===== src/design/nbar_pkg.sv =====
// shared types, register and mode codes, helpers for the nchw boolean axis reduce
`default_nettype none

package nbar_pkg;

    localparam int DIM_W     = 9;
    localparam int DIM_LIMIT = 511;
    localparam int MODE_W    = 3;
    localparam int IDX_W     = 24;
    localparam int CFG_AW    = 3;
    localparam int CFG_DW    = 9;

    // configuration register indexes
    localparam logic [CFG_AW-1:0] REG_DIM_N      = 3'd0;
    localparam logic [CFG_AW-1:0] REG_DIM_C      = 3'd1;
    localparam logic [CFG_AW-1:0] REG_DIM_H      = 3'd2;
    localparam logic [CFG_AW-1:0] REG_DIM_W      = 3'd3;
    localparam logic [CFG_AW-1:0] REG_AXIS_MODE  = 3'd4;
    localparam logic [CFG_AW-1:0] REG_COMBINE_OP = 3'd5;

    // axis modes
    localparam logic [MODE_W-1:0] MODE_N      = 3'd0;
    localparam logic [MODE_W-1:0] MODE_C      = 3'd1;
    localparam logic [MODE_W-1:0] MODE_H      = 3'd2;
    localparam logic [MODE_W-1:0] MODE_W_ONLY = 3'd3;
    localparam logic [MODE_W-1:0] MODE_NC     = 3'd4;
    localparam logic [MODE_W-1:0] MODE_CH     = 3'd5;
    localparam logic [MODE_W-1:0] MODE_HW     = 3'd6;
    localparam logic [MODE_W-1:0] MODE_ALL    = 3'd7;

    // combine operations
    localparam logic OP_AND = 1'b0;
    localparam logic OP_OR  = 1'b1;

    typedef struct packed {
        logic [DIM_W-1:0]  dim_n;
        logic [DIM_W-1:0]  dim_c;
        logic [DIM_W-1:0]  dim_h;
        logic [DIM_W-1:0]  dim_w;
        logic [MODE_W-1:0] axis_mode;
        logic              combine_op;
    } nbar_cfg_t;

    // per-word control that rides along the pipe
    typedef struct packed {
        logic valid;
        logic elem;
        logic opens;
        logic closes;
        logic last_all;
    } nbar_tag_t;

    // reduced-axis mask: bit3 n, bit2 c, bit1 h, bit0 w
    function automatic logic [3:0] mode_mask(input logic [MODE_W-1:0] mode);
        logic [3:0] m;
        case (mode)
            MODE_N:      m = 4'b1000;
            MODE_C:      m = 4'b0100;
            MODE_H:      m = 4'b0010;
            MODE_W_ONLY: m = 4'b0001;
            MODE_NC:     m = 4'b1100;
            MODE_CH:     m = 4'b0110;
            MODE_HW:     m = 4'b0011;
            MODE_ALL:    m = 4'b1111;
            default:     m = 4'b1111;
        endcase
        return m;
    endfunction

    // zero acts as one, anything above the cap acts as the cap
    function automatic logic [DIM_W-1:0] clamp_extent(input logic [DIM_W-1:0] d,
                                                      input logic [DIM_W-1:0] cap);
        logic [DIM_W-1:0] r;
        if (d == '0)
            r = DIM_W'(1);
        else if (d > cap)
            r = cap;
        else
            r = d;
        return r;
    endfunction

endpackage

`default_nettype wire


===== src/design/nbar_index.sv =====
// output index horner chain and cell address (index modulo accumulator depth)
`default_nettype none

module nbar_index #(
    parameter int POS_W     = 8,
    parameter int ACC_DEPTH = 4096,
    parameter int CELL_W    = 12
) (
    input  logic                                clk,
    input  logic                                rst_n,
    input  logic                                adv,
    input  nbar_pkg::nbar_tag_t                 s0_tag,
    input  logic [3:0][POS_W-1:0]               s0_pos,
    input  logic [3:0][nbar_pkg::DIM_W-1:0]     s0_ext,
    output nbar_pkg::nbar_tag_t                 s5_tag,
    output logic [nbar_pkg::IDX_W-1:0]          s5_idx,
    output logic [CELL_W-1:0]                   s5_cell
);
    import nbar_pkg::*;

    // reciprocal for the constant modulo; quotient is exact or one low
    localparam int DEPTH_LOG = $clog2(ACC_DEPTH);
    localparam int SH        = IDX_W + DEPTH_LOG;
    localparam int RECIP_W   = IDX_W + 1;
    localparam int PROD_W    = IDX_W + RECIP_W;
    localparam logic [RECIP_W-1:0] RECIP = RECIP_W'((64'd1 << SH) / 64'(ACC_DEPTH));
    localparam logic [IDX_W-1:0]   DEPTH = IDX_W'(ACC_DEPTH);

    nbar_tag_t        s1_tag_reg, s2_tag_reg, s3_tag_reg, s4_tag_reg, s5_tag_reg;
    logic [IDX_W-1:0] t1_reg, t2_reg, idx3_reg, idx4_reg, idx5_reg;
    logic [POS_W-1:0] p2_s1_reg, p3_s1_reg, p3_s2_reg;
    logic [DIM_W-1:0] e2_s1_reg, e3_s1_reg, e3_s2_reg;
    logic [IDX_W-1:0] quot_reg;
    logic [CELL_W-1:0] cell_reg;

    logic [IDX_W-1:0]  t1_next, t2_next, idx_next;
    logic [PROD_W-1:0] prod;
    logic [IDX_W-1:0]  quot_next;
    logic [IDX_W-1:0]  rem_full;
    logic [IDX_W-1:0]  rem_fix;

    always_comb
    begin
        t1_next   = IDX_W'(s0_pos[0]) * IDX_W'(s0_ext[1]) + IDX_W'(s0_pos[1]);
        t2_next   = t1_reg * IDX_W'(e2_s1_reg) + IDX_W'(p2_s1_reg);
        idx_next  = t2_reg * IDX_W'(e3_s2_reg) + IDX_W'(p3_s2_reg);
        prod      = PROD_W'(idx3_reg) * PROD_W'(RECIP);
        quot_next = IDX_W'(prod >> SH);
        rem_full  = idx4_reg - IDX_W'(quot_reg * DEPTH);
        rem_fix   = (rem_full >= DEPTH) ? (rem_full - DEPTH) : rem_full;
    end

    always_ff @(posedge clk or negedge rst_n)
    begin
        if (!rst_n)
        begin
            s1_tag_reg <= '0;
            s2_tag_reg <= '0;
            s3_tag_reg <= '0;
            s4_tag_reg <= '0;
            s5_tag_reg <= '0;
        end
        else if (adv)
        begin
            s1_tag_reg <= s0_tag;
            s2_tag_reg <= s1_tag_reg;
            s3_tag_reg <= s2_tag_reg;
            s4_tag_reg <= s3_tag_reg;
            s5_tag_reg <= s4_tag_reg;
        end
    end

    always_ff @(posedge clk)
    begin
        if (adv)
        begin
            t1_reg    <= t1_next;
            p2_s1_reg <= s0_pos[2];
            p3_s1_reg <= s0_pos[3];
            e2_s1_reg <= s0_ext[2];
            e3_s1_reg <= s0_ext[3];
            t2_reg    <= t2_next;
            p3_s2_reg <= p3_s1_reg;
            e3_s2_reg <= e3_s1_reg;
            idx3_reg  <= idx_next;
            idx4_reg  <= idx3_reg;
            quot_reg  <= quot_next;
            idx5_reg  <= idx4_reg;
            cell_reg  <= CELL_W'(rem_fix);
        end
    end

    assign s5_tag  = s5_tag_reg;
    assign s5_idx  = idx5_reg;
    assign s5_cell = cell_reg;

    // a slip in the reciprocal correction shows up as a cell past the end
    a_cell_range: assert property (@(posedge clk) disable iff (!rst_n)
        s5_tag_reg.valid |-> ({{(32-CELL_W){1'b0}}, cell_reg} < 32'(ACC_DEPTH)))
        else $error("accumulator cell out of range");

endmodule

`default_nettype wire


===== config.mk =====
export PLATFORM = sky130hd
export DESIGN_NAME = nbar_index
export DESIGN_NICKNAME = d
export VERILOG_FILES = /design/src/design/nbar_pkg.sv /design/src/design/nbar_index.sv
export SDC_FILE = /design/constraint.sdc
export NUM_CORES = 1
export LEC_CHECK = 0
export ABC_AREA = 1
export BUFFER_PORTS_ARGS = -buffer_cell sky130_fd_sc_hd__buf_2
export CORE_ASPECT_RATIO = 1.2
export CORE_UTILIZATION = 30
export CTS_BUF_LIST = sky130_fd_sc_hd__clkbuf_16
export DETAILED_ROUTE_END_ITERATION = 16
export PLACE_DENSITY_LB_ADDON = 0.12
export REMOVE_ABC_BUFFERS = 1
export SETUP_SLACK_MARGIN = 0.1
export SLEW_MARGIN = 5
export SYNTH_ARGS = -nofsm -noshare
export SYNTH_HDL_FRONTEND = slang
export SYNTH_SLANG_ARGS = --single-unit
export TNS_END_PERCENT = 10

===== constraint.sdc =====
create_clock -name clk -period 6.1 [get_ports clk]
set_clock_uncertainty 0.2 [all_clocks]
set_input_delay 0.305 -clock clk [delete_from_list [all_inputs] [get_ports clk]]
set_output_delay 0.305 -clock clk [all_outputs]
set_load 0.03 [all_outputs]

==> key figures, run 1 <==
Yosys
  – Most common cell in the synthesized netlist: sky130_fd_sc_hd__nand2_1
  – Top post-synthesis cells by count: 599 x sky130_fd_sc_hd__nand2_1, 540 x sky130_fd_sc_hd__inv_1, 292 x sky130_fd_sc_hd__fa_1
  – Part of the Yosys area used for sequential elements: 0.278
  – Gate count of the mapped netlist: roughly 2.2k
  – Syn_area_per_cell: approximately 9 um2
  – Number of enable-type register cells in the synthesized netlist: 165
  – Total standard cell area after synthesis: a little over 0.02 mm2
  – Total of flip-flops plus latches after synthesis: 190
  – Area contributors post-synth: sky130_fd_sc_hd__fa_1 29%, sky130_fd_sc_hd__edfxtp_1 25%, sky130_fd_sc_hd__nand2_1 11%
  – Yosys top cell area share: 0.291
  – Total of warnings raised by yosys: 0
  – Most common flop cell mapped by yosys: sky130_fd_sc_hd__edfxtp_1
  – Area leader, netlist: sky130_fd_sc_hd__fa_1
  – Share of flip-flops with an asynchronous set or reset after synthesis: 0.132
  – Unique masters post-synth: 40

Floorplanning
  – Placement row count: 103
  – Overall die height: between 200 and 300 um
  – IO Count: 117
  – Width of the die: between 200 and 250 um
  – Core Area: approximately 0.066 mm2
  – Die area: approximately 0.07 mm2
  – Initial Utilization: 0.305

Cells and area
  – Layout Nets: around 2.8k
  – Growth of design area from synthesis to finish: 11.4%
  – Fill cell count: between 6k and 7k
  – Fraction of final layout cells with drive strength greater than 1: 0.0774
  – Number of antenna cells inserted: 0

STA
  – Slew Viols, Final: 0
  – Max-slew headroom: 0.368
  – Setup repair after global routing missed its margin: no
  – Final sum of negative setup slack: 0 ps
  – Highest clock frequency the design can meet: approximately 190 MHz
  – Share of the clock period used by the worst path after layout: 0.880
  – Slew at the pin closest to its max-slew limit: roughly 950 ps
  – Total count of hold-check failures in the final report: 0
  – Post-layout minimum cycle time: 5370 ps
  – Final setup viols: 0

Routing
  – Final ANT Viol Nets: 0
  – Total number of vias: between 10k and 15k
  – Vias per cell: 4.33
  – Routed WL per cell: ~14 um
  – Detailed-route wire length: approximately 44 mm
  – Initial DRC Count: 430
  – Number of DRC violations after detailed routing: 0
  – Number of optimization iterations in the first detailed-route pass: 4

Global route
  – Antenna violations before repair: 0
  – Overflow after GRT: 0
  – Overall track demand over capacity in global routing: 0.139
  – Vias in the first global route: ~16k
  – Wire length of the first global-routing pass: ~75 mm
  – Maximum number of pins on one net before global-route repair: between 100 and 150

Place
  – Dpl hpwl: around 37 mm
  – Routability congestion estimate from global placement: between 0.8 and 0.9
  – Number of port buffers: between 100 and 150

CTS
  – Number of hold buffers added after cts: about 40
  – Clock tree from TritonCTS: done
  – Number of clock sinks: between 150 and 200
  – Clk root buf: sky130_fd_sc_hd__clkbuf_16
  – Max Buffers Root-to-Sink: 2
  – Count of buffers added by post-CTS timing repair for setup: 0
  – Clock latency at the later pin of the worst-skew pair: slightly below 500 ps
  – Post-CTS clock slew at the launch and capture registers of the worst setup and hold paths: 80 ps
  – Count of H-tree levels built during CTS: 4
  – Cts bufs inserted: 17
  – Post-cts gate resize count: 0

Setup path
  – Largest fanout of any net on the critical path: 9
  – Critical Path AT: between 5000 and 6000 ps
  – Crit path launch type: flip-flop
  – Maximum single-stage delay on the critical path: 590 ps
  – Critical path endpoint category: flip-flop
  – Type of the setup path with the least slack: reg -> reg
  – Required arrival time at the worst endpoint: ~6100 ps
  – Slowest stage cell on the critical path: sky130_fd_sc_hd__fa_1
  – Crit-path cells: nand2_1 -> fa_1 -> inv_1 -> fa_1 -> inv_1 -> fa_1 -> inv_1 -> fa_1 -> inv_1 -> fa_1 -> inv_1 -> ha_1 -> a21oi_1 -> o21ai_1 -> inv_2 -> nor2_1 -> o21ai_1 -> nand3_1 -> nand2_1 -> nand2_1

Status
  – Status: finished clean

Min path
  – Hold/Removal Path Class: in -> reg

Job
  – Max Cap Viol: 0
[critical path: cells and delay by family (launching register included)]
family / cells / cell delay (ps)
adder cells (fa/ha/maj): 6 / 2920
AO/OA/AOI/OAI: 3 / 660
flip-flops: 1 / 560
AND/OR/NAND/NOR: 5 / 430
buffers and inverters: 6 / 350
[final cells by class]
cell class | instances | area [um2] | area share
clock buffers | 17 | 425 | 0.0190
clock inverters | 15 | 164 | 0.00732
inverters | 544 | 2040 | 0.0912
multi-input cells | 1386 | 12000 | 0.537
flip-flops and latches | 190 | 5580 | 0.249
well taps | 892 | 1120 | 0.0498
repair buffers | 160 | 1050 | 0.0467
[layer usage]
metal	GRT usage	wire length [um]	vias to the layer above
li1	-	-	6782
met1	0.142	16900	6849
met2	0.275	24500	177
met3	0.0194	891	74
met4	0.0599	1430	0
met5	0	0	-
[kinds of logic (layout without fill, tap and decap cells)]
kind of cell	after synthesis	after routing	share of synthesized area
and+or+nand+nor	740	740	0.146
buffers and inverters	650	736	0.125
adders and majority gates	446	446	0.387
DFF	190	190	0.278
AOI/OAI and AO/OA	142	142	0.0388
xor gates and xnor gates	53	53	0.0238
muxes	5	5	0.00280
[layout by cell type, fill, tap and decap left out, types with 17 or more instances in the layout]
cell | Yosys | routed
sky130_fd_sc_hd__a21oi_1 | 72 | 72
sky130_fd_sc_hd__buf_2 | 9 | 106
sky130_fd_sc_hd__clkbuf_16 | 0 | 17
sky130_fd_sc_hd__dfrtp_1 | 25 | 25
sky130_fd_sc_hd__dlygate4sd3_1 | 0 | 41
sky130_fd_sc_hd__edfxtp_1 | 165 | 165
sky130_fd_sc_hd__fa_1 | 292 | 292
sky130_fd_sc_hd__ha_1 | 154 | 154
sky130_fd_sc_hd__inv_1 | 540 | 540
sky130_fd_sc_hd__nand2_1 | 599 | 599
sky130_fd_sc_hd__nand3_1 | 47 | 47
sky130_fd_sc_hd__nor2_1 | 58 | 58
sky130_fd_sc_hd__o21ai_0 | 37 | 37
sky130_fd_sc_hd__xor2_1 | 37 | 37
[per-stage QoR]
step | util | std cells | hold slack, ps | setup WS, ps | instance area [um2]
after global placement | 0.324 | 3131 | 114 | 775 | 21400
after CTS | 0.339 | 3204 | 107 | 733 | 22400
after global routing | 0.339 | 3204 | 167 | 413 | 22400
after detailed placement | 0.324 | 3131 | 131 | 739 | 21400
after floorplan | - | 2120 | -191 | 1060 | 19600
final | 0.339 | 3204 | 119 | 734 | 22400
[worst paths after layout]
| kind | startpoint | endpoint | slack [ps] | depth (start not counted) |
|---|---|---|---|---|
| min | adv | s5_idx[23] | 120 | 1 |
| min in group asynchronous | rst_n | s1_tag_reg[0] | 140 | 2 |
| max reg2reg | t1_reg[7] | t2_reg[22] | 730 | 20 |
| min reg2reg | p3_s1_reg[0] | p3_s2_reg[0] | 220 | 0 |
| max in group asynchronous | rst_n | s2_tag_reg[4] | 5180 | 2 |
| max | t1_reg[7] | t2_reg[22] | 730 | 20 |
Power of run 1 is not shown: default switching activity piles up to over one toggle a cycle in this logic, so the estimate is an artifact.
==> run 2: changes to the inputs <==
- CORE_UTILIZATION: 30 -> 47
==> run 2 against run 1 <==
Critical path depth is the same. Sequential share of layout area grew 0.45 points. Final cell count shrank 11%. Worst hold slack gained 35 ps. Critical endpoint is now idx3_reg[16]. Non-clock buffer count shrank 1.
==> key figures, run 2 (synthesis gave the netlist of run 1 again) <==
Floorplanning
  – IO Count: 117 (unchanged)
  – Die area: 0.0436 mm2 (was 0.0681 mm2)
  – Overall die height: 229 um (was 286 um)
  – Core Area: 0.0420 mm2 (was 0.0660 mm2)
  – Placement row count: 82 (was 103)
  – Initial Utilization: 0.479 (was 0.305)
  – Width of the die: 191 um (was 238 um)

Cells and area
  – Growth of design area from synthesis to finish: 9.38% (was 11.4%)
  – Final Core Density: 0.524 (was 0.339)
  – Layout Nets: 2820 (was 2821)
  – Number of antenna cells inserted: 0 (unchanged)
  – Most common cell after layout, fill and taps aside: sky130_fd_sc_hd__nand2_1 (unchanged)
  – Layout Cell Area excl Fill: 0.0220 mm2 (was 0.0224 mm2)
  – Fraction of final layout cells with drive strength greater than 1: 0.0779 (was 0.0774)
  – Most frequent cells in the layout: 599 x sky130_fd_sc_hd__nand2_1, 540 x sky130_fd_sc_hd__inv_1, 292 x sky130_fd_sc_hd__fa_1 (unchanged)

Status
  – Status: finished clean (unchanged)

STA
  – Share of the clock period used by the worst path after layout: 0.862 (was 0.880)
  – Post-layout minimum cycle time: 5260 ps (was 5370 ps)
  – Total count of hold-check failures in the final report: 0 (unchanged)
  – Setup repair after global routing missed its margin: no (unchanged)
  – Final sum of negative setup slack: 0 ps (unchanged)
  – Highest clock frequency the design can meet: 190 MHz (was 186 MHz)
  – Final setup viols: 0 (unchanged)
  – Slew at the pin closest to its max-slew limit: 855 ps (was 948 ps)
  – Slew Viols, Final: 0 (unchanged)
  – Max-slew headroom: 0.430 (was 0.368)

Global route
  – Wire length of the first global-routing pass: 71.0 mm (was 75.0 mm)
  – Vias in the first global route: 15.5k (was 15.6k)
  – Overall track demand over capacity in global routing: 0.205 (was 0.139)
  – Overflow after GRT: 0 (unchanged)
  – Antenna violations before repair: 0 (unchanged)
  – Maximum number of pins on one net before global-route repair: 111 (was 124)

Setup path
  – Reg2Reg Capture Point: idx3_reg[16] (was t2_reg[22])
  – Critical Path AT: 5280 ps (was 5410 ps)
  – Crit path launch type: flip-flop (unchanged)
  – Type of the setup path with the least slack: reg -> reg (unchanged)
  – Reg-to-reg setup timing slack: 840 ps (was 730 ps)
  – Reg2Reg Depth: 20 (unchanged)
  – Launch instance of the worst register-to-register path: e3_s2_reg[4] (was t1_reg[7])
  – Critical path endpoint category: flip-flop (unchanged)
  – Required arrival time at the worst endpoint: 6120 ps (was 6140 ps)
  – Largest fanout of any net on the critical path: 16 (was 9)

CTS
  – Number of clock sinks: 190 (unchanged)
  – Clk root buf: sky130_fd_sc_hd__clkbuf_16 (unchanged)
  – Count of buffers added by post-CTS timing repair for setup: 0 (unchanged)
  – Post-CTS clock slew at the launch and capture registers of the worst setup and hold paths: 80 ps (about the same)
  – Max Buffers Root-to-Sink: 2 (unchanged)
  – Clock latency at the later pin of the worst-skew pair: 470 ps (was 490 ps)
  – Cts bufs inserted: 17 (unchanged)
  – Count of H-tree levels built during CTS: 4 (unchanged)
  – Clock tree from TritonCTS: done (unchanged)

Routing
  – Detailed-route wire length: 40.8 mm (was 43.7 mm)
  – Initial DRC Count: 446 (was 430)
  – Vias per cell: 4.89 (was 4.33)
  – Routed WL per cell: 14.3 um (was 13.6 um)
  – Final ANT Viol Nets: 0 (unchanged)
  – Total number of vias: 14.0k (was 13.9k)
  – Number of optimization iterations in the first detailed-route pass: 4 (unchanged)
  – Number of DRC violations after detailed routing: 0 (unchanged)

Place
  – Dpl hpwl: 33.5 mm (was 36.8 mm)
  – Routability congestion estimate from global placement: 0.883 (was 0.873)
  – Placed inst area: 0.0210 mm2 (was 0.0214 mm2)
  – Number of port buffers: 107 (unchanged)

Job
  – Max Cap Viol: 0 (unchanged)

Min path
  – Hold/Removal Path Class: in -> async (was in -> reg)
run 2: cell count changes in the layout (fill, tap and decap cells not counted), sizes merged:
cell	before	now
buf	119	117
clkbuf	17	19
inv	552	551
run 2: worst max-delay path by stage:
stage,cells after the start,from,endpoint
after floorplan,20,e3_s2_reg[0],idx3_reg[16]
after global placement,20,e3_s2_reg[4],idx3_reg[16]
after detailed placement,20,t1_reg[7],t2_reg[22]
after CTS,20,e3_s2_reg[4],idx3_reg[16]
after global routing,20,e3_s2_reg[4],idx3_reg[16]
final,20,e3_s2_reg[4],idx3_reg[16]
run 2: repair_timing:
item	CTS	global route
hold endpoints to repair	65	0
hold buffers	41	0
resized for setup	0	0
run 2: metrics by stage:
stage / instances / hold slack, ps / setup WS (ps)
floorplan: 2120 / -191 / 1060
global placement: 2784 / 112 / 844
detailed placement: 2784 / 122 / 844
CTS: 2857 / 136 / 819
global route: 2857 / 171 / 446
finish: 2857 / 154 / 839
run 2: routing by layer:
layer,track usage,wire (um)
met1,0.216,15600
met2,0.403,23100
met3,0.0247,970
met4,0.0775,1150
met5,0,0
run 2: worst max-delay path, cell delays in order, from the launching register on:
cell and delay (ps):
sky130_fd_sc_hd__edfxtp_1 690, sky130_fd_sc_hd__nand2_1 150, sky130_fd_sc_hd__inv_1 70, sky130_fd_sc_hd__fa_1 400, sky130_fd_sc_hd__fa_1 490, sky130_fd_sc_hd__inv_1 60, sky130_fd_sc_hd__fa_1 520, sky130_fd_sc_hd__inv_1 50
sky130_fd_sc_hd__fa_1 470, sky130_fd_sc_hd__inv_1 50, sky130_fd_sc_hd__fa_1 470, sky130_fd_sc_hd__inv_1 40, sky130_fd_sc_hd__ha_1 320, sky130_fd_sc_hd__a21oi_1 270, sky130_fd_sc_hd__o21ai_1 130, sky130_fd_sc_hd__a21oi_1 250
sky130_fd_sc_hd__o21ai_2 120, sky130_fd_sc_hd__nand2_1 100, sky130_fd_sc_hd__nand2_1 50, sky130_fd_sc_hd__nand2_1 60, sky130_fd_sc_hd__nand2_1 40
run 2: final cells by class:
| type | count | area (um2) |
|---|---|---|
| Tap cell | 546 | 683 |
| Sequential cell | 190 | 5580 |
| Timing Repair Buffer | 159 | 1050 |
| Multi-Input combinational cell | 1386 | 12000 |
| Inverter | 544 | 2040 |
| Clock inverter | 14 | 168 |
| Clock buffer | 18 | 450 |
| Fill cell | 3911 | 20000 |
Power of run 2 is left out for the same reason.
