### config.mk
export PLATFORM = sky130hd
export DESIGN_NAME = nbar_pos
export DESIGN_NICKNAME = d
export VERILOG_FILES = /design/src/design/nbar_pkg.sv /design/src/design/nbar_pos.sv
export SDC_FILE = /design/constraint.sdc
export NUM_CORES = 1
export LEC_CHECK = 0
export BUFFER_PORTS_ARGS = -buffer_cell sky130_fd_sc_hd__buf_4
export CAP_MARGIN = 0
export CELL_PAD_IN_SITES_DETAIL_PLACEMENT = 0
export CELL_PAD_IN_SITES_GLOBAL_PLACEMENT = 1
export CORE_MARGIN = 10
export CORE_UTILIZATION = 39
export DETAILED_ROUTE_END_ITERATION = 6
export PLACE_DENSITY = 0.81
export SYNTH_ARGS = -nofsm -noshare
export SYNTH_HDL_FRONTEND = slang
export SYNTH_SLANG_ARGS = --single-unit
### constraint.sdc
create_clock -name clk -period 2.1 [get_ports clk]
set_clock_uncertainty 0.15 [all_clocks]
set_input_delay 0.105 -clock clk [delete_from_list [all_inputs] [get_ports clk]]
set_output_delay 0.105 -clock clk [all_outputs]
set_load 0.02 [all_outputs]
### src/design/nbar_pkg.sv
// shared types, register and mode codes, helpers for the nchw boolean axis reduce
`default_nettype none

package nbar_pkg;

    localparam int DIM_W     = 9;
    localparam int DIM_LIMIT = 511;
    localparam int MODE_W    = 3;
    localparam int IDX_W     = 24;
    localparam int CFG_AW    = 3;
    localparam int CFG_DW    = 9;

    // configuration register indexes
    localparam logic [CFG_AW-1:0] REG_DIM_N      = 3'd0;
    localparam logic [CFG_AW-1:0] REG_DIM_C      = 3'd1;
    localparam logic [CFG_AW-1:0] REG_DIM_H      = 3'd2;
    localparam logic [CFG_AW-1:0] REG_DIM_W      = 3'd3;
    localparam logic [CFG_AW-1:0] REG_AXIS_MODE  = 3'd4;
    localparam logic [CFG_AW-1:0] REG_COMBINE_OP = 3'd5;

    // axis modes
    localparam logic [MODE_W-1:0] MODE_N      = 3'd0;
    localparam logic [MODE_W-1:0] MODE_C      = 3'd1;
    localparam logic [MODE_W-1:0] MODE_H      = 3'd2;
    localparam logic [MODE_W-1:0] MODE_W_ONLY = 3'd3;
    localparam logic [MODE_W-1:0] MODE_NC     = 3'd4;
    localparam logic [MODE_W-1:0] MODE_CH     = 3'd5;
    localparam logic [MODE_W-1:0] MODE_HW     = 3'd6;
    localparam logic [MODE_W-1:0] MODE_ALL    = 3'd7;

    // combine operations
    localparam logic OP_AND = 1'b0;
    localparam logic OP_OR  = 1'b1;

    typedef struct packed {
        logic [DIM_W-1:0]  dim_n;
        logic [DIM_W-1:0]  dim_c;
        logic [DIM_W-1:0]  dim_h;
        logic [DIM_W-1:0]  dim_w;
        logic [MODE_W-1:0] axis_mode;
        logic              combine_op;
    } nbar_cfg_t;

    // per-word control that rides along the pipe
    typedef struct packed {
        logic valid;
        logic elem;
        logic opens;
        logic closes;
        logic last_all;
    } nbar_tag_t;

    // reduced-axis mask: bit3 n, bit2 c, bit1 h, bit0 w
    function automatic logic [3:0] mode_mask(input logic [MODE_W-1:0] mode);
        logic [3:0] m;
        case (mode)
            MODE_N:      m = 4'b1000;
            MODE_C:      m = 4'b0100;
            MODE_H:      m = 4'b0010;
            MODE_W_ONLY: m = 4'b0001;
            MODE_NC:     m = 4'b1100;
            MODE_CH:     m = 4'b0110;
            MODE_HW:     m = 4'b0011;
            MODE_ALL:    m = 4'b1111;
            default:     m = 4'b1111;
        endcase
        return m;
    endfunction

    // zero acts as one, anything above the cap acts as the cap
    function automatic logic [DIM_W-1:0] clamp_extent(input logic [DIM_W-1:0] d,
                                                      input logic [DIM_W-1:0] cap);
        logic [DIM_W-1:0] r;
        if (d == '0)
            r = DIM_W'(1);
        else if (d > cap)
            r = cap;
        else
            r = d;
        return r;
    endfunction

endpackage

`default_nettype wire

### src/design/nbar_pos.sv
// position counters, group open/close flags and the input stage register
`default_nettype none

module nbar_pos #(
    parameter int DIM_MAX = 256,
    parameter int POS_W   = 8
) (
    input  logic                                clk,
    input  logic                                rst_n,
    input  logic                                adv,
    input  logic                                in_valid,
    input  logic                                elem,
    input  nbar_pkg::nbar_cfg_t                 cfg,
    output nbar_pkg::nbar_tag_t                 s0_tag,
    output logic [3:0][POS_W-1:0]               s0_pos,
    output logic [3:0][nbar_pkg::DIM_W-1:0]     s0_ext
);
    import nbar_pkg::*;

    localparam int EXT_MAX = (DIM_MAX < DIM_LIMIT) ? DIM_MAX : DIM_LIMIT;

    logic [3:0][POS_W-1:0] pos_reg;
    logic [3:0][POS_W-1:0] pos_next;
    logic [3:0][DIM_W-1:0] ext;
    logic [3:0]            last;
    logic [3:0]            mask;
    logic [3:0][POS_W-1:0] pos_kept;
    logic [3:0][DIM_W-1:0] ext_kept;
    logic                  opens;
    logic                  closes;
    logic                  last_all;
    logic                  carry;
    logic                  accept;

    nbar_tag_t             s0_tag_reg;
    logic [3:0][POS_W-1:0] s0_pos_reg;
    logic [3:0][DIM_W-1:0] s0_ext_reg;

    assign accept = in_valid && adv;

    always_comb
    begin
        mask     = mode_mask(cfg.axis_mode);
        ext[0]   = clamp_extent(cfg.dim_n, DIM_W'(EXT_MAX));
        ext[1]   = clamp_extent(cfg.dim_c, DIM_W'(EXT_MAX));
        ext[2]   = clamp_extent(cfg.dim_h, DIM_W'(EXT_MAX));
        ext[3]   = clamp_extent(cfg.dim_w, DIM_W'(EXT_MAX));
        opens    = 1'b1;
        closes   = 1'b1;
        last_all = 1'b1;
        for (int a = 0; a < 4; a++)
        begin
            last[a] = DIM_W'(pos_reg[a]) >= (ext[a] - DIM_W'(1));
            if (!last[a])
                last_all = 1'b0;
            if (mask[3-a])
            begin
                if (pos_reg[a] != '0)
                    opens = 1'b0;
                if (!last[a])
                    closes = 1'b0;
                pos_kept[a] = '0;
                ext_kept[a] = DIM_W'(1);
            end
            else
            begin
                pos_kept[a] = pos_reg[a];
                ext_kept[a] = ext[a];
            end
        end
        // nchw carry chain, w fastest
        carry = 1'b1;
        for (int a = 3; a >= 0; a--)
        begin
            if (carry)
            begin
                if (last[a])
                    pos_next[a] = '0;
                else
                begin
                    pos_next[a] = pos_reg[a] + POS_W'(1);
                    carry       = 1'b0;
                end
            end
            else
                pos_next[a] = pos_reg[a];
        end
    end

    always_ff @(posedge clk or negedge rst_n)
    begin
        if (!rst_n)
        begin
            pos_reg    <= '0;
            s0_tag_reg <= '0;
        end
        else if (adv)
        begin
            if (accept)
                pos_reg <= pos_next;
            s0_tag_reg.valid    <= accept;
            s0_tag_reg.elem     <= elem;
            s0_tag_reg.opens    <= opens;
            s0_tag_reg.closes   <= closes;
            s0_tag_reg.last_all <= last_all;
        end
    end

    always_ff @(posedge clk)
    begin
        if (adv)
        begin
            s0_pos_reg <= pos_kept;
            s0_ext_reg <= ext_kept;
        end
    end

    assign s0_tag = s0_tag_reg;
    assign s0_pos = s0_pos_reg;
    assign s0_ext = s0_ext_reg;

    // the last word of a tensor brings every position back to the origin
    a_wrap_origin: assert property (@(posedge clk) disable iff (!rst_n)
        accept && last_all |=> pos_reg == '0)
        else $error("positions not cleared after last word of tensor");

endmodule

`default_nettype wire

==> results.yml, run 1 <==
pwr:
  swShare_pct: 29.3
  power_density_nw_per_um2: 655
  power_mw: 6.09
  p_leak_nw: 4.09
  switching_power_mw: 1.78
  clock_power_share_pct: 29.4
  intPower_mw: 4.31
  power_frac_seq_pct: 40.6
  pwr-share-comb_pct: 30.0
  ir_drop_mv: 0.405
routing:
  vias_per_cell: 5.37
  met1_length_um: 7590
  first_pass_iters: 6
  met2_length_um: 9270
  routed_wl_um: 18000
  dr_wl_met3_um: 750
  top_layer_used: "met4"
  drc_errors: 0
  drtAntennaViolNets: 0
  num_vias: 5559
  wl_per_cell_um: 17.3
  drt_iter0_markers: 436
cells_and_area:
  layout-drive-gt1-share_pct: 43.3
  multi_input_area_um2: 3530
  final_cell_mix: "buf_4 (245), edfxtp_1 (68), ha_1 (41), dfrtp_1 (37), and2_1 (35)"
  nets: 936
  mostFrequentLayoutCell: "buf_4"
  regArea_um2: 2970
  final_area_um2: 9300
  final_cells: 1036
  nFillCells: 1248
  largest_reg_flops: 36
  diodes: 0
  syn_to_final_growth_pct: 53.8
synth:
  synth_area_leaders: "edfxtp_1 (34%), dfrtp_1 (15%), ha_1 (9.9%)"
  synth_edf_count: 68
  synthCells: 578
  synth_seq_cells: 105
  synth_top_area_share_pct: 33.8
  syn_nets: 671
  netlist_area_um2: 6050
  avgSynthCellArea_um2: 10.5
  yosys_warnings: 0
  yosysTopAreaCell: "edfxtp_1"
  synthDistinctLibCells: 53
  synthArstFlopShare_pct: 35.2
  dominantRegCellSynth: "edfxtp_1"
  ys_seq_area_share_pct: 49.1
clock_tree:
  root_buffer: "clkbuf_16"
  cts.sinks: 105
  cts.clk_slew.worst_paths_ns: 0.07
  cts_tree: "built"
  htreeDepth: 3
  cts_made_buffers: 9
  clk_latency_ns: 0.36
  cts_buffer_depth: 2
worst_setup_path:
  start_kind: "primary input"
  cpPeakStageDelay_ns: 0.55
  crit_chain: "buf_6, or4_4, nor4_4, o21ai_2, ha_4, nand3b_1, a32oi_1, ha_1, nand4_1, and3_4, o21ai_4, and2_4, buf_12, nand4_1, buf_6, o31ai_2"
  worstPathRequired_ns: 2.22
  crit_path_top_delay_cell: "or4_4"
  path_buf_inv: 3
  critPathTopFamily: "simple AND/OR/NAND/NOR gates"
  cp_max_fo: 7
  cp-end-kind: "flop"
  worstPathArrival_ns: 2.93
  worst-setup-path-type: "primary input to flop"
status:
  outcome: "finished, violations left"
  violations: "negative setup slack"
placed_design:
  gp_congestion: 0.870
  hpwl_um: 13200
  dpl_cell_area_um2: 8270
  pre_cts_slack_ns: -1.17
  io_buffers: 116
  dp.cells: 992
sta:
  hold_viol: 0
  finalSetupViolCount: 34
  post-route-period-util_pct: 134
  drv_slew: 0
  holdWs_ns: 0.00634
  slew-limit-headroom_pct: 55.1
  layout_setup_ws_ns: -0.709
  tightest_slew_ns: 0.655
  post-route-min-period_ns: 2.81
  rsz0062_at_grt: "yes"
  clock.fmax_mhz: 356
floorplanning:
  die_w_um: 145
  ioPinCount: 118
  die-area_um2: 20900
  die_h_um: 145
  core_um2: 15200
  rows: 45
  start_util_pct: 39.8
flow_run:
  maxCapViolations: 0
global_route:
  grt_max_degree: 75
  antenna_found_initial: 0
  first_global_vias: 5595
  grt_pass1_wl_um: 28400
  grt_overflow_total: 0
  gr-usage-all-layers_pct: 16.9
worst_hold_path:
  holdCritPathClass: "primary input to flop"
[per-stage QoR]
step / TNS, ns / utilization, %
final: -21.11 / 61.2
after global routing: -26.29 / 61.2
after CTS: -20.65 / 59.1
after detailed placement: -35.22 / 54.4
after global placement: -32.77 / 54.4
after floorplan: -25.46 / -
[per-layer routing]
metal,global-route usage [%],up-vias
li1,-,2712
met1,20.8,2691
met2,29.4,132
met3,2.26,24
met4,6.12,0
met5,0,-
[repair_timing]
action | in CTS | in global routing
pin swaps | 25 | 15
endpoints found under the setup margin | 34 | 34
gates resized for setup | 56 | 40
cloned | 0 | 1
hold buffers | 5 | 0
endpoints found under the hold margin | 41 | 0
buffers inserted | 14 | 8
[path summary, 6_finish.rpt]
path | slack, ns | cells after the start | to | from
max in group asynchronous | 1.29 | 2 | pos_reg[21]$_DFFE_PN0P_ | rst_n
worst min register to register | 0.34 | 1 | s0_tag[4]$_DFFE_PN0P_ | s0_tag[4]$_DFFE_PN0P_
worst max register to register | -0.24 | 10 | pos_reg[7]$_DFFE_PN0P_ | pos_reg[24]$_DFFE_PN0P_
worst max-delay path | -0.71 | 16 | pos_reg[4]$_DFFE_PN0P_ | cfg[24]
min in group asynchronous | 0.11 | 2 | pos_reg[13]$_DFFE_PN0P_ | rst_n
worst min-delay path | 0.006 | 3 | s0_ext[13]$_SDFFCE_PN0P_ | cfg[26]
[power by group through the flow]
stage / Sequential (mW) / Combinational, mW / Clock (mW)
after floorplan: 2.69 / 0.631 / 0
after global placement: 2.51 / 1.53 / 0
after detailed placement: 2.52 / 1.57 / 0
after CTS: 2.47 / 1.71 / 1.83
after global routing: 2.49 / 1.98 / 1.90
final: 2.47 / 1.83 / 1.79
[area by class of cell]
class | instances | share of cell area [%]
multi-input cells | 435 | 37.9
well taps | 188 | 2.53
repair buffers | 271 | 23.4
inverters | 21 | 0.847
clock buffers | 10 | 2.46
flip-flops and latches | 105 | 31.9
clock inverters | 6 | 0.888
[tightest hold or removal path, cell delays in order]
cell and delay, ns:
buf_4 0.08, buf_4 0.11, and2_1 0.11
[cell usage after synthesis (3+ instances only)]
cell and n:
edfxtp_1 68, ha_1 48, and2_1 39, nor2_1 38
dfrtp_1 37, o21ai_0 32, nand2_1 31, and3_1 29
a21oi_1 28, inv_1 20, nand3_1 20, nor3_1 17
clkbuf_1 12, nand2b_1 12, nand4_1 12, a31oi_1 9
nor2b_1 9, o22ai_1 9, nor4_1 8, a211oi_1 7
o21a_1 7, o31ai_1 7, xnor2_1 7, a21o_1 6
or3_1 6, mux2i_1 5, o41ai_1 5, buf_2 4
or4_1 4, xor2_1 4, a2111oi_0 3, a41oi_1 3
mux2_2 3, nand3b_1 3, o211ai_1 3
[cells by family (layout without fill, tap and decap cells)]
family                     Yosys count  in the layout  synth area share [%]
adders and majority gates           48             48                  9.93
and+or+nand+nor                    238            239                  21.6
muxes                                8              8                  1.39
buffers and inverters               39            308                  2.54
DFF                                105            105                  49.1
AOI/OAI and AO/OA                  129            129                  13.8
xor gates and xnor gates            11             11                  1.59
(Power assumes the default switching activity.)
==> run 2, diff against run 1 <==
- ABC_AREA: not set -> 1
- CORE_ASPECT_RATIO: not set -> 0.75
- CORE_UTILIZATION: 39 -> 38
==> run 2 against run 1 <==
The run still ends with negative setup slack left. Global-route usage shrank 1.6 points. Sequential share of layout area fell by 0.13 points. Sequential power increased by 12%. Core utilization shrank 2.7 points. Power is 23% higher. Non-clock buffer count unchanged. Critical path depth rose by 5. Clock power is 13% lower. Area after synthesis increased by 1.9%. Via count grew 1.8%. Critical path type unchanged. Largest cell class unchanged. Largest power group is now combinational cells.
==> results.yml, run 2 <==
clock_tree:
  htreeDepth: 3
  cts.clk_slew.worst_paths_ns: 0.07
  cts_buffer_depth: 2
  cts.sinks: 105
  cts_tree: "built"
  root_buffer: "clkbuf_16"
  clk_latency_ns: 0.36
  cts_made_buffers: 9
status:
  outcome: "finished, violations left"
  violations: "negative setup slack"
cells_and_area:
  nFillCells: 1446
  mostFrequentLayoutCell: "buf_4"
  diodes: 0
  nets: 1072
  largest_reg_flops: 36
  regArea_um2: 2970
  multi_input_area_um2: 3310
  final_cell_mix: "buf_4 (236), nand2_1 (124), nor2_1 (95), inv_1 (73), edfxtp_1 (68)"
  fin_util_pct: 58.5
  syn_to_final_growth_pct: 51.5
  layout-drive-gt1-share_pct: 40.4
  final_cells: 1194
global_route:
  antenna_found_initial: 0
  grt_overflow_total: 0
  gr-usage-all-layers_pct: 15.3
  grt_max_degree: 71
  grt_pass1_wl_um: 27100
  first_global_vias: 5480
sta:
  clock.fmax_mhz: 364
  slew-limit-headroom_pct: 64.9
  tns_ns: -19.66
  tightest_slew_ns: 0.522
  holdWs_ns: 0.0205
  rsz0062_at_grt: "yes"
  layout_setup_ws_ns: -0.644
  finalSetupViolCount: 34
  hold_viol: 0
  drv_slew: 0
  post-route-min-period_ns: 2.74
  post-route-period-util_pct: 131
synth:
  synthArstFlopShare_pct: 35.2
  ys_seq_area_share_pct: 48.2
  syn_nets: 798
  synth_top_cells_by_count: "nand2_1 (162), nor2_1 (97), inv_1 (82)"
  synth_edf_count: 68
  synth_seq_cells: 105
  synthDistinctLibCells: 37
  yosys_warnings: 0
  netlist_area_um2: 6160
  yosysTopAreaCell: "edfxtp_1"
  avgSynthCellArea_um2: 8.74
  post-synth-top-count-cell: "nand2_1"
  synth_area_leaders: "edfxtp_1 (33%), dfrtp_1 (15%), nand2_1 (9.9%)"
  synthCells: 705
  synth_top_area_share_pct: 33.1
  dominantRegCellSynth: "edfxtp_1"
placed_design:
  pre_cts_slack_ns: -1.09
  io_buffers: 116
  gp_congestion: 0.873
  dp.cells: 1154
  hpwl_um: 12600
worst_setup_path:
  crit_chain: "buf_6, or2_4, nor3_4, nand2_1, nand2_2, buf_6, nand2_4, ha_4, nand3_2, xnor2_1, ha_1, nand2_1, inv_2, nand3_2, or3_1, nand3_2, nand3_4, nor2_8, buf_6, nand3_1, o21ai_1"
  start_kind: "primary input"
  path_buf_inv: 4
  cp-end-kind: "flop"
  cp_max_fo: 6
  worst-setup-path-type: "primary input to flop"
  cpPeakStageDelay_ns: 0.32
  crit_path_top_delay_cell: "or3_1"
  worstPathRequired_ns: 2.24
  worstPathArrival_ns: 2.88
  critPathTopFamily: "simple AND/OR/NAND/NOR gates"
pwr:
  swShare_pct: 35.8
  pwr-share-comb_pct: 42.4
  clock_power_share_pct: 20.8
  power_density_nw_per_um2: 805
  p_leak_nw: 4.53
  power_frac_seq_pct: 36.9
  ir_drop_mv: 0.397
  switching_power_mw: 2.69
  intPower_mw: 4.82
floorplanning:
  core_um2: 16000
  die-area_um2: 21800
  rows: 40
  start_util_pct: 38.6
  die_w_um: 167
  ioPinCount: 118
  die_h_um: 130
routing:
  first_pass_iters: 4
  wl_per_cell_um: 14.3
  drtAntennaViolNets: 0
  drt_iter0_markers: 280
  num_vias: 5659
  vias_per_cell: 4.74
  routed_wl_um: 17000
  drc_errors: 0
worst_hold_path:
  holdCritPathClass: "primary input to flop"
flow_run:
  maxCapViolations: 0
## run 2: changes by cell type after synthesis, moves of 23 or more
cell     before  now
and2_1       39    0
and3_1       29    1
inv_1        20   82
nand2_1      31  162
nor2_1       38   97
xor2_1        4   27
## run 2: worst register-to-register path, stage by stage (launching register included)
cell	delay (ns)
dfrtp_1	0.40
ha_1	0.31
nand2_2	0.06
inv_2	0.05
nand3_1	0.05
or3_1	0.31
nand3b_1	0.14
nand2_4	0.12
nor2_8	0.23
buf_6	0.17
nand3_1	0.07
o21ai_1	0.07
## run 2: repair_timing
item,in CTS,in global routing
gates cloned,3,0
endpoints found under the hold margin,39,0
hold buffers,4,0
gates resized for setup,60,95
endpoints found under the setup margin,34,35
setup buffers,11,9
pin swaps,31,56
## run 2: power groups by stage
stage	logic [mW]	registers [mW]	clock network, mW
after floorplan	1.27	3.01	0
after global placement	2.64	2.80	0
after detailed placement	2.68	2.81	0
after CTS	2.90	2.77	1.60
after global routing	3.57	2.81	1.68
final	3.18	2.77	1.56
## run 2: final timing paths
path | cells past startpoint | startpoint | endpoint | slack (ns)
worst min register to register | 2 | s0_tag[0]$_DFFE_PN0P_ | s0_tag[0]$_DFFE_PN0P_ | 0.33
max in group asynchronous | 2 | rst_n | pos_reg[29]$_DFFE_PN0P_ | 1.32
worst max-delay path | 21 | cfg[8] | pos_reg[8]$_DFFE_PN0P_ | -0.64
worst min-delay path | 4 | cfg[29] | s0_ext[16]$_SDFFCE_PN0P_ | 0.02
worst max register to register | 11 | pos_reg[22]$_DFFE_PN0P_ | pos_reg[8]$_DFFE_PN0P_ | -0.11
min in group asynchronous | 2 | rst_n | pos_reg[0]$_DFFE_PN0P_ | 0.10
## run 2: area by class of cell
cell class | count | area share, %
tap | 210 | 2.81
clock inverter | 5 | 0.348
inverter | 90 | 3.80
sequential | 105 | 31.8
clock buffer | 11 | 2.49
multi-input combinational | 502 | 35.4
timing repair buffer | 271 | 23.4
## run 2: kinds of logic after synthesis
| group | after synthesis | share of synthesized area, % |
|---|---|---|
| DFF | 105 | 48.2 |
| AOI/OAI and AO/OA | 65 | 5.91 |
| xor gates and xnor gates | 35 | 4.97 |
| and+or+nand+nor | 353 | 24.9 |
| buffers and inverters | 99 | 6.29 |
| adders and majority gates | 48 | 9.74 |
## run 2: through the flow
| step | total power [mW] | instance area (um2) |
|---|---|---|
| 2_1_floorplan | 4.28 | 6240 |
| 3_3_place_gp | 5.44 | 8330 |
| 3_5_place_dp | 5.48 | 8330 |
| 4_1_cts | 7.27 | 8960 |
| 5_1_grt | 8.06 | 9340 |
| 6_report | 7.51 | 9340 |
## run 2: routing by layer
layer | up-vias | wire length (um) | global-route usage, % | share of wire (%)
met5 | - | 0 | 0 | 0
met1 | 2641 | 7770 | 19.9 | 46
met3 | 13 | 855 | 4.06 | 5.0
li1 | 2891 | - | - | -
met4 | 0 | 145 | 3.76 | 0.85
met2 | 114 | 8250 | 25.0 | 48
==> run 3, diff against run 2 <==
- ABC_AREA: 1 -> not set
- CORE_UTILIZATION: 38 -> 39
==> run 3 against run 2 <==
The flow still finishes with violations (negative setup slack). Critical path type unchanged. Sequential power is 11% lower. Clock-buffer cell count is 2 higher. Die area is 3.8% lower.
==> results.yml, run 3 (synthesis results as in run 1) <==
status:
  outcome: "finished, violations left"
  violations: "negative setup slack"
pwr:
  power_frac_seq_pct: 40.9
  p_leak_nw: 4.12
  switching_power_mw: 1.85
  power_density_nw_per_um2: 635
  intPower_mw: 4.19
  ir_drop_mv: 0.407
  clock_power_share_pct: 27.2
  swShare_pct: 30.6
  pwr-share-comb_pct: 31.9
worst_setup_path:
  start_kind: "primary input"
  worstPathArrival_ns: 2.96
  cp-end-kind: "flop"
  cp_max_fo: 5
  worst-setup-path-type: "primary input to flop"
  worstPathRequired_ns: 2.22
sta:
  layout_setup_ws_ns: -0.745
  post-route-period-util_pct: 135
  rsz0062_at_grt: "yes"
  slew-limit-headroom_pct: 53.8
  clock.fmax_mhz: 351
  finalSetupViolCount: 34
  post-route-min-period_ns: 2.85
  drv_slew: 0
  tightest_slew_ns: 0.686
  holdWs_ns: 0.000873
  hold_viol: 0
clock_tree:
  cts_made_buffers: 9
  cts_buffer_depth: 2
  cts_tree: "built"
  cts.sinks: 105
  root_buffer: "clkbuf_16"
  htreeDepth: 3
  cts.clk_slew.worst_paths_ns: 0.07
  clk_latency_ns: 0.36
cells_and_area:
  diodes: 0
  nets: 942
  final_cell_mix: "buf_4 (237), edfxtp_1 (68), ha_1 (40), dfrtp_1 (37), and2_1 (35)"
  mostFrequentLayoutCell: "buf_4"
  syn_to_final_growth_pct: 57.3
  layout-drive-gt1-share_pct: 44.6
  largest_reg_flops: 36
  final_cells: 1059
routing:
  first_pass_iters: 6
  drt_iter0_markers: 364
  drc_errors: 0
  vias_per_cell: 5.40
  drtAntennaViolNets: 0
  num_vias: 5723
  routed_wl_um: 18500
  wl_per_cell_um: 17.5
floorplanning:
  die-area_um2: 20900
  ioPinCount: 118
  die_w_um: 164
  core_um2: 15200
  rows: 39
  die_h_um: 128
  start_util_pct: 39.7
flow_run:
  maxCapViolations: 0
placed_design:
  pre_cts_slack_ns: -1.16
  io_buffers: 116
  hpwl_um: 13100
  gp_congestion: 0.880
  dp.cells: 1009
global_route:
  antenna_found_initial: 0
  grt_pass1_wl_um: 28400
  grt_max_degree: 75
  first_global_vias: 5685
  gr-usage-all-layers_pct: 16.6
  grt_overflow_total: 0
worst_hold_path:
  holdCritPathClass: "primary input to flop"
-- run 3: cell types whose count changed in the layout (fill, tap and decap cells not counted), moves of 9 or more --
cell      change
nand3_2      -17
nor2_1       -62
nand2_4      -10
xor2_1       -21
and3_1       +27
and2_1       +35
inv_1        -53
nand2_2      -22
inv_2        -12
a21oi_1       +9
nand2b_1     +11
nand2_1     -102
-- run 3: repair_timing --
action                                  4_1_cts  5_1_grt
pin swaps                                    16       35
resized for setup                            70       58
endpoints found under the setup margin       34       34
cloned                                        3        1
hold buffers                                  6        0
setup buffers                                11       15
hold endpoints to repair                     43        0
-- run 3: worst paths after layout --
| path | cells past startpoint | to | from | slack, ns |
|---|---|---|---|---|
| max in group asynchronous | 2 | pos_reg[1]$_DFFE_PN0P_ | rst_n | 1.35 |
| max | 14 | pos_reg[14]$_DFFE_PN0P_ | cfg[24] | -0.75 |
| min in group asynchronous | 2 | pos_reg[21]$_DFFE_PN0P_ | rst_n | 0.09 |
| max reg2reg | 11 | pos_reg[21]$_DFFE_PN0P_ | pos_reg[24]$_DFFE_PN0P_ | -0.28 |
| min | 3 | s0_ext[14]$_SDFFCE_PN0P_ | cfg[27] | 0.0009 |
| min reg2reg | 1 | s0_tag[4]$_DFFE_PN0P_ | s0_tag[4]$_DFFE_PN0P_ | 0.34 |
-- run 3: worst max-delay path, cell delays in order --
cell and delay [ns]:
buf_6 0.09, or4_4 0.55, nor4_4 0.16, o21ai_2 0.10, ha_4 0.19, nand3b_1 0.09, a32oi_1 0.11, ha_1 0.34
a211oi_2 0.19, and3_4 0.22, o21ai_4 0.07, and2_4 0.18, or3_1 0.36, o211ai_1 0.20
-- run 3: area by class of cell --
class / count / area [um2]
Fill cell: 1197 / 5710
Multi-Input combinational cell: 436 / 3610
Sequential cell: 105 / 2970
Timing Repair Buffer: 276 / 2310
Clock buffer: 13 / 262
Tap cell: 205 / 256
Inverter: 21 / 78.8
Clock inverter: 3 / 23.8
-- run 3: per-stage QoR --
stage | TNS [ns] | power [mW] | area [um2] | util (%)
finish | -20.42 | 6.04 | 9510 | 62.5
global route | -24.46 | 6.30 | 9510 | 62.5
CTS | -18.75 | 5.90 | 9070 | 59.6
detailed placement | -35.28 | 4.09 | 8280 | 54.4
global placement | -33.95 | 4.03 | 8280 | 54.4
floorplan | -25.46 | 3.32 | 6300 | -
-- run 3: layer usage --
layer	vias to the layer above	GRT usage, %	share of wire, %
li1	2727	-	-
met1	2787	20.1	41
met2	179	29.0	52
met3	30	3.72	5.7
met4	0	5.14	1.9
met5	-	0	0
-- run 3: power by group through the flow --
stage / Sequential [mW] / Combinational (mW) / Clock, mW
after floorplan: 2.69 / 0.631 / 0
after global placement: 2.51 / 1.52 / 0
after detailed placement: 2.51 / 1.57 / 0
after CTS: 2.47 / 1.76 / 1.67
after global routing: 2.48 / 2.08 / 1.74
final: 2.47 / 1.93 / 1.64
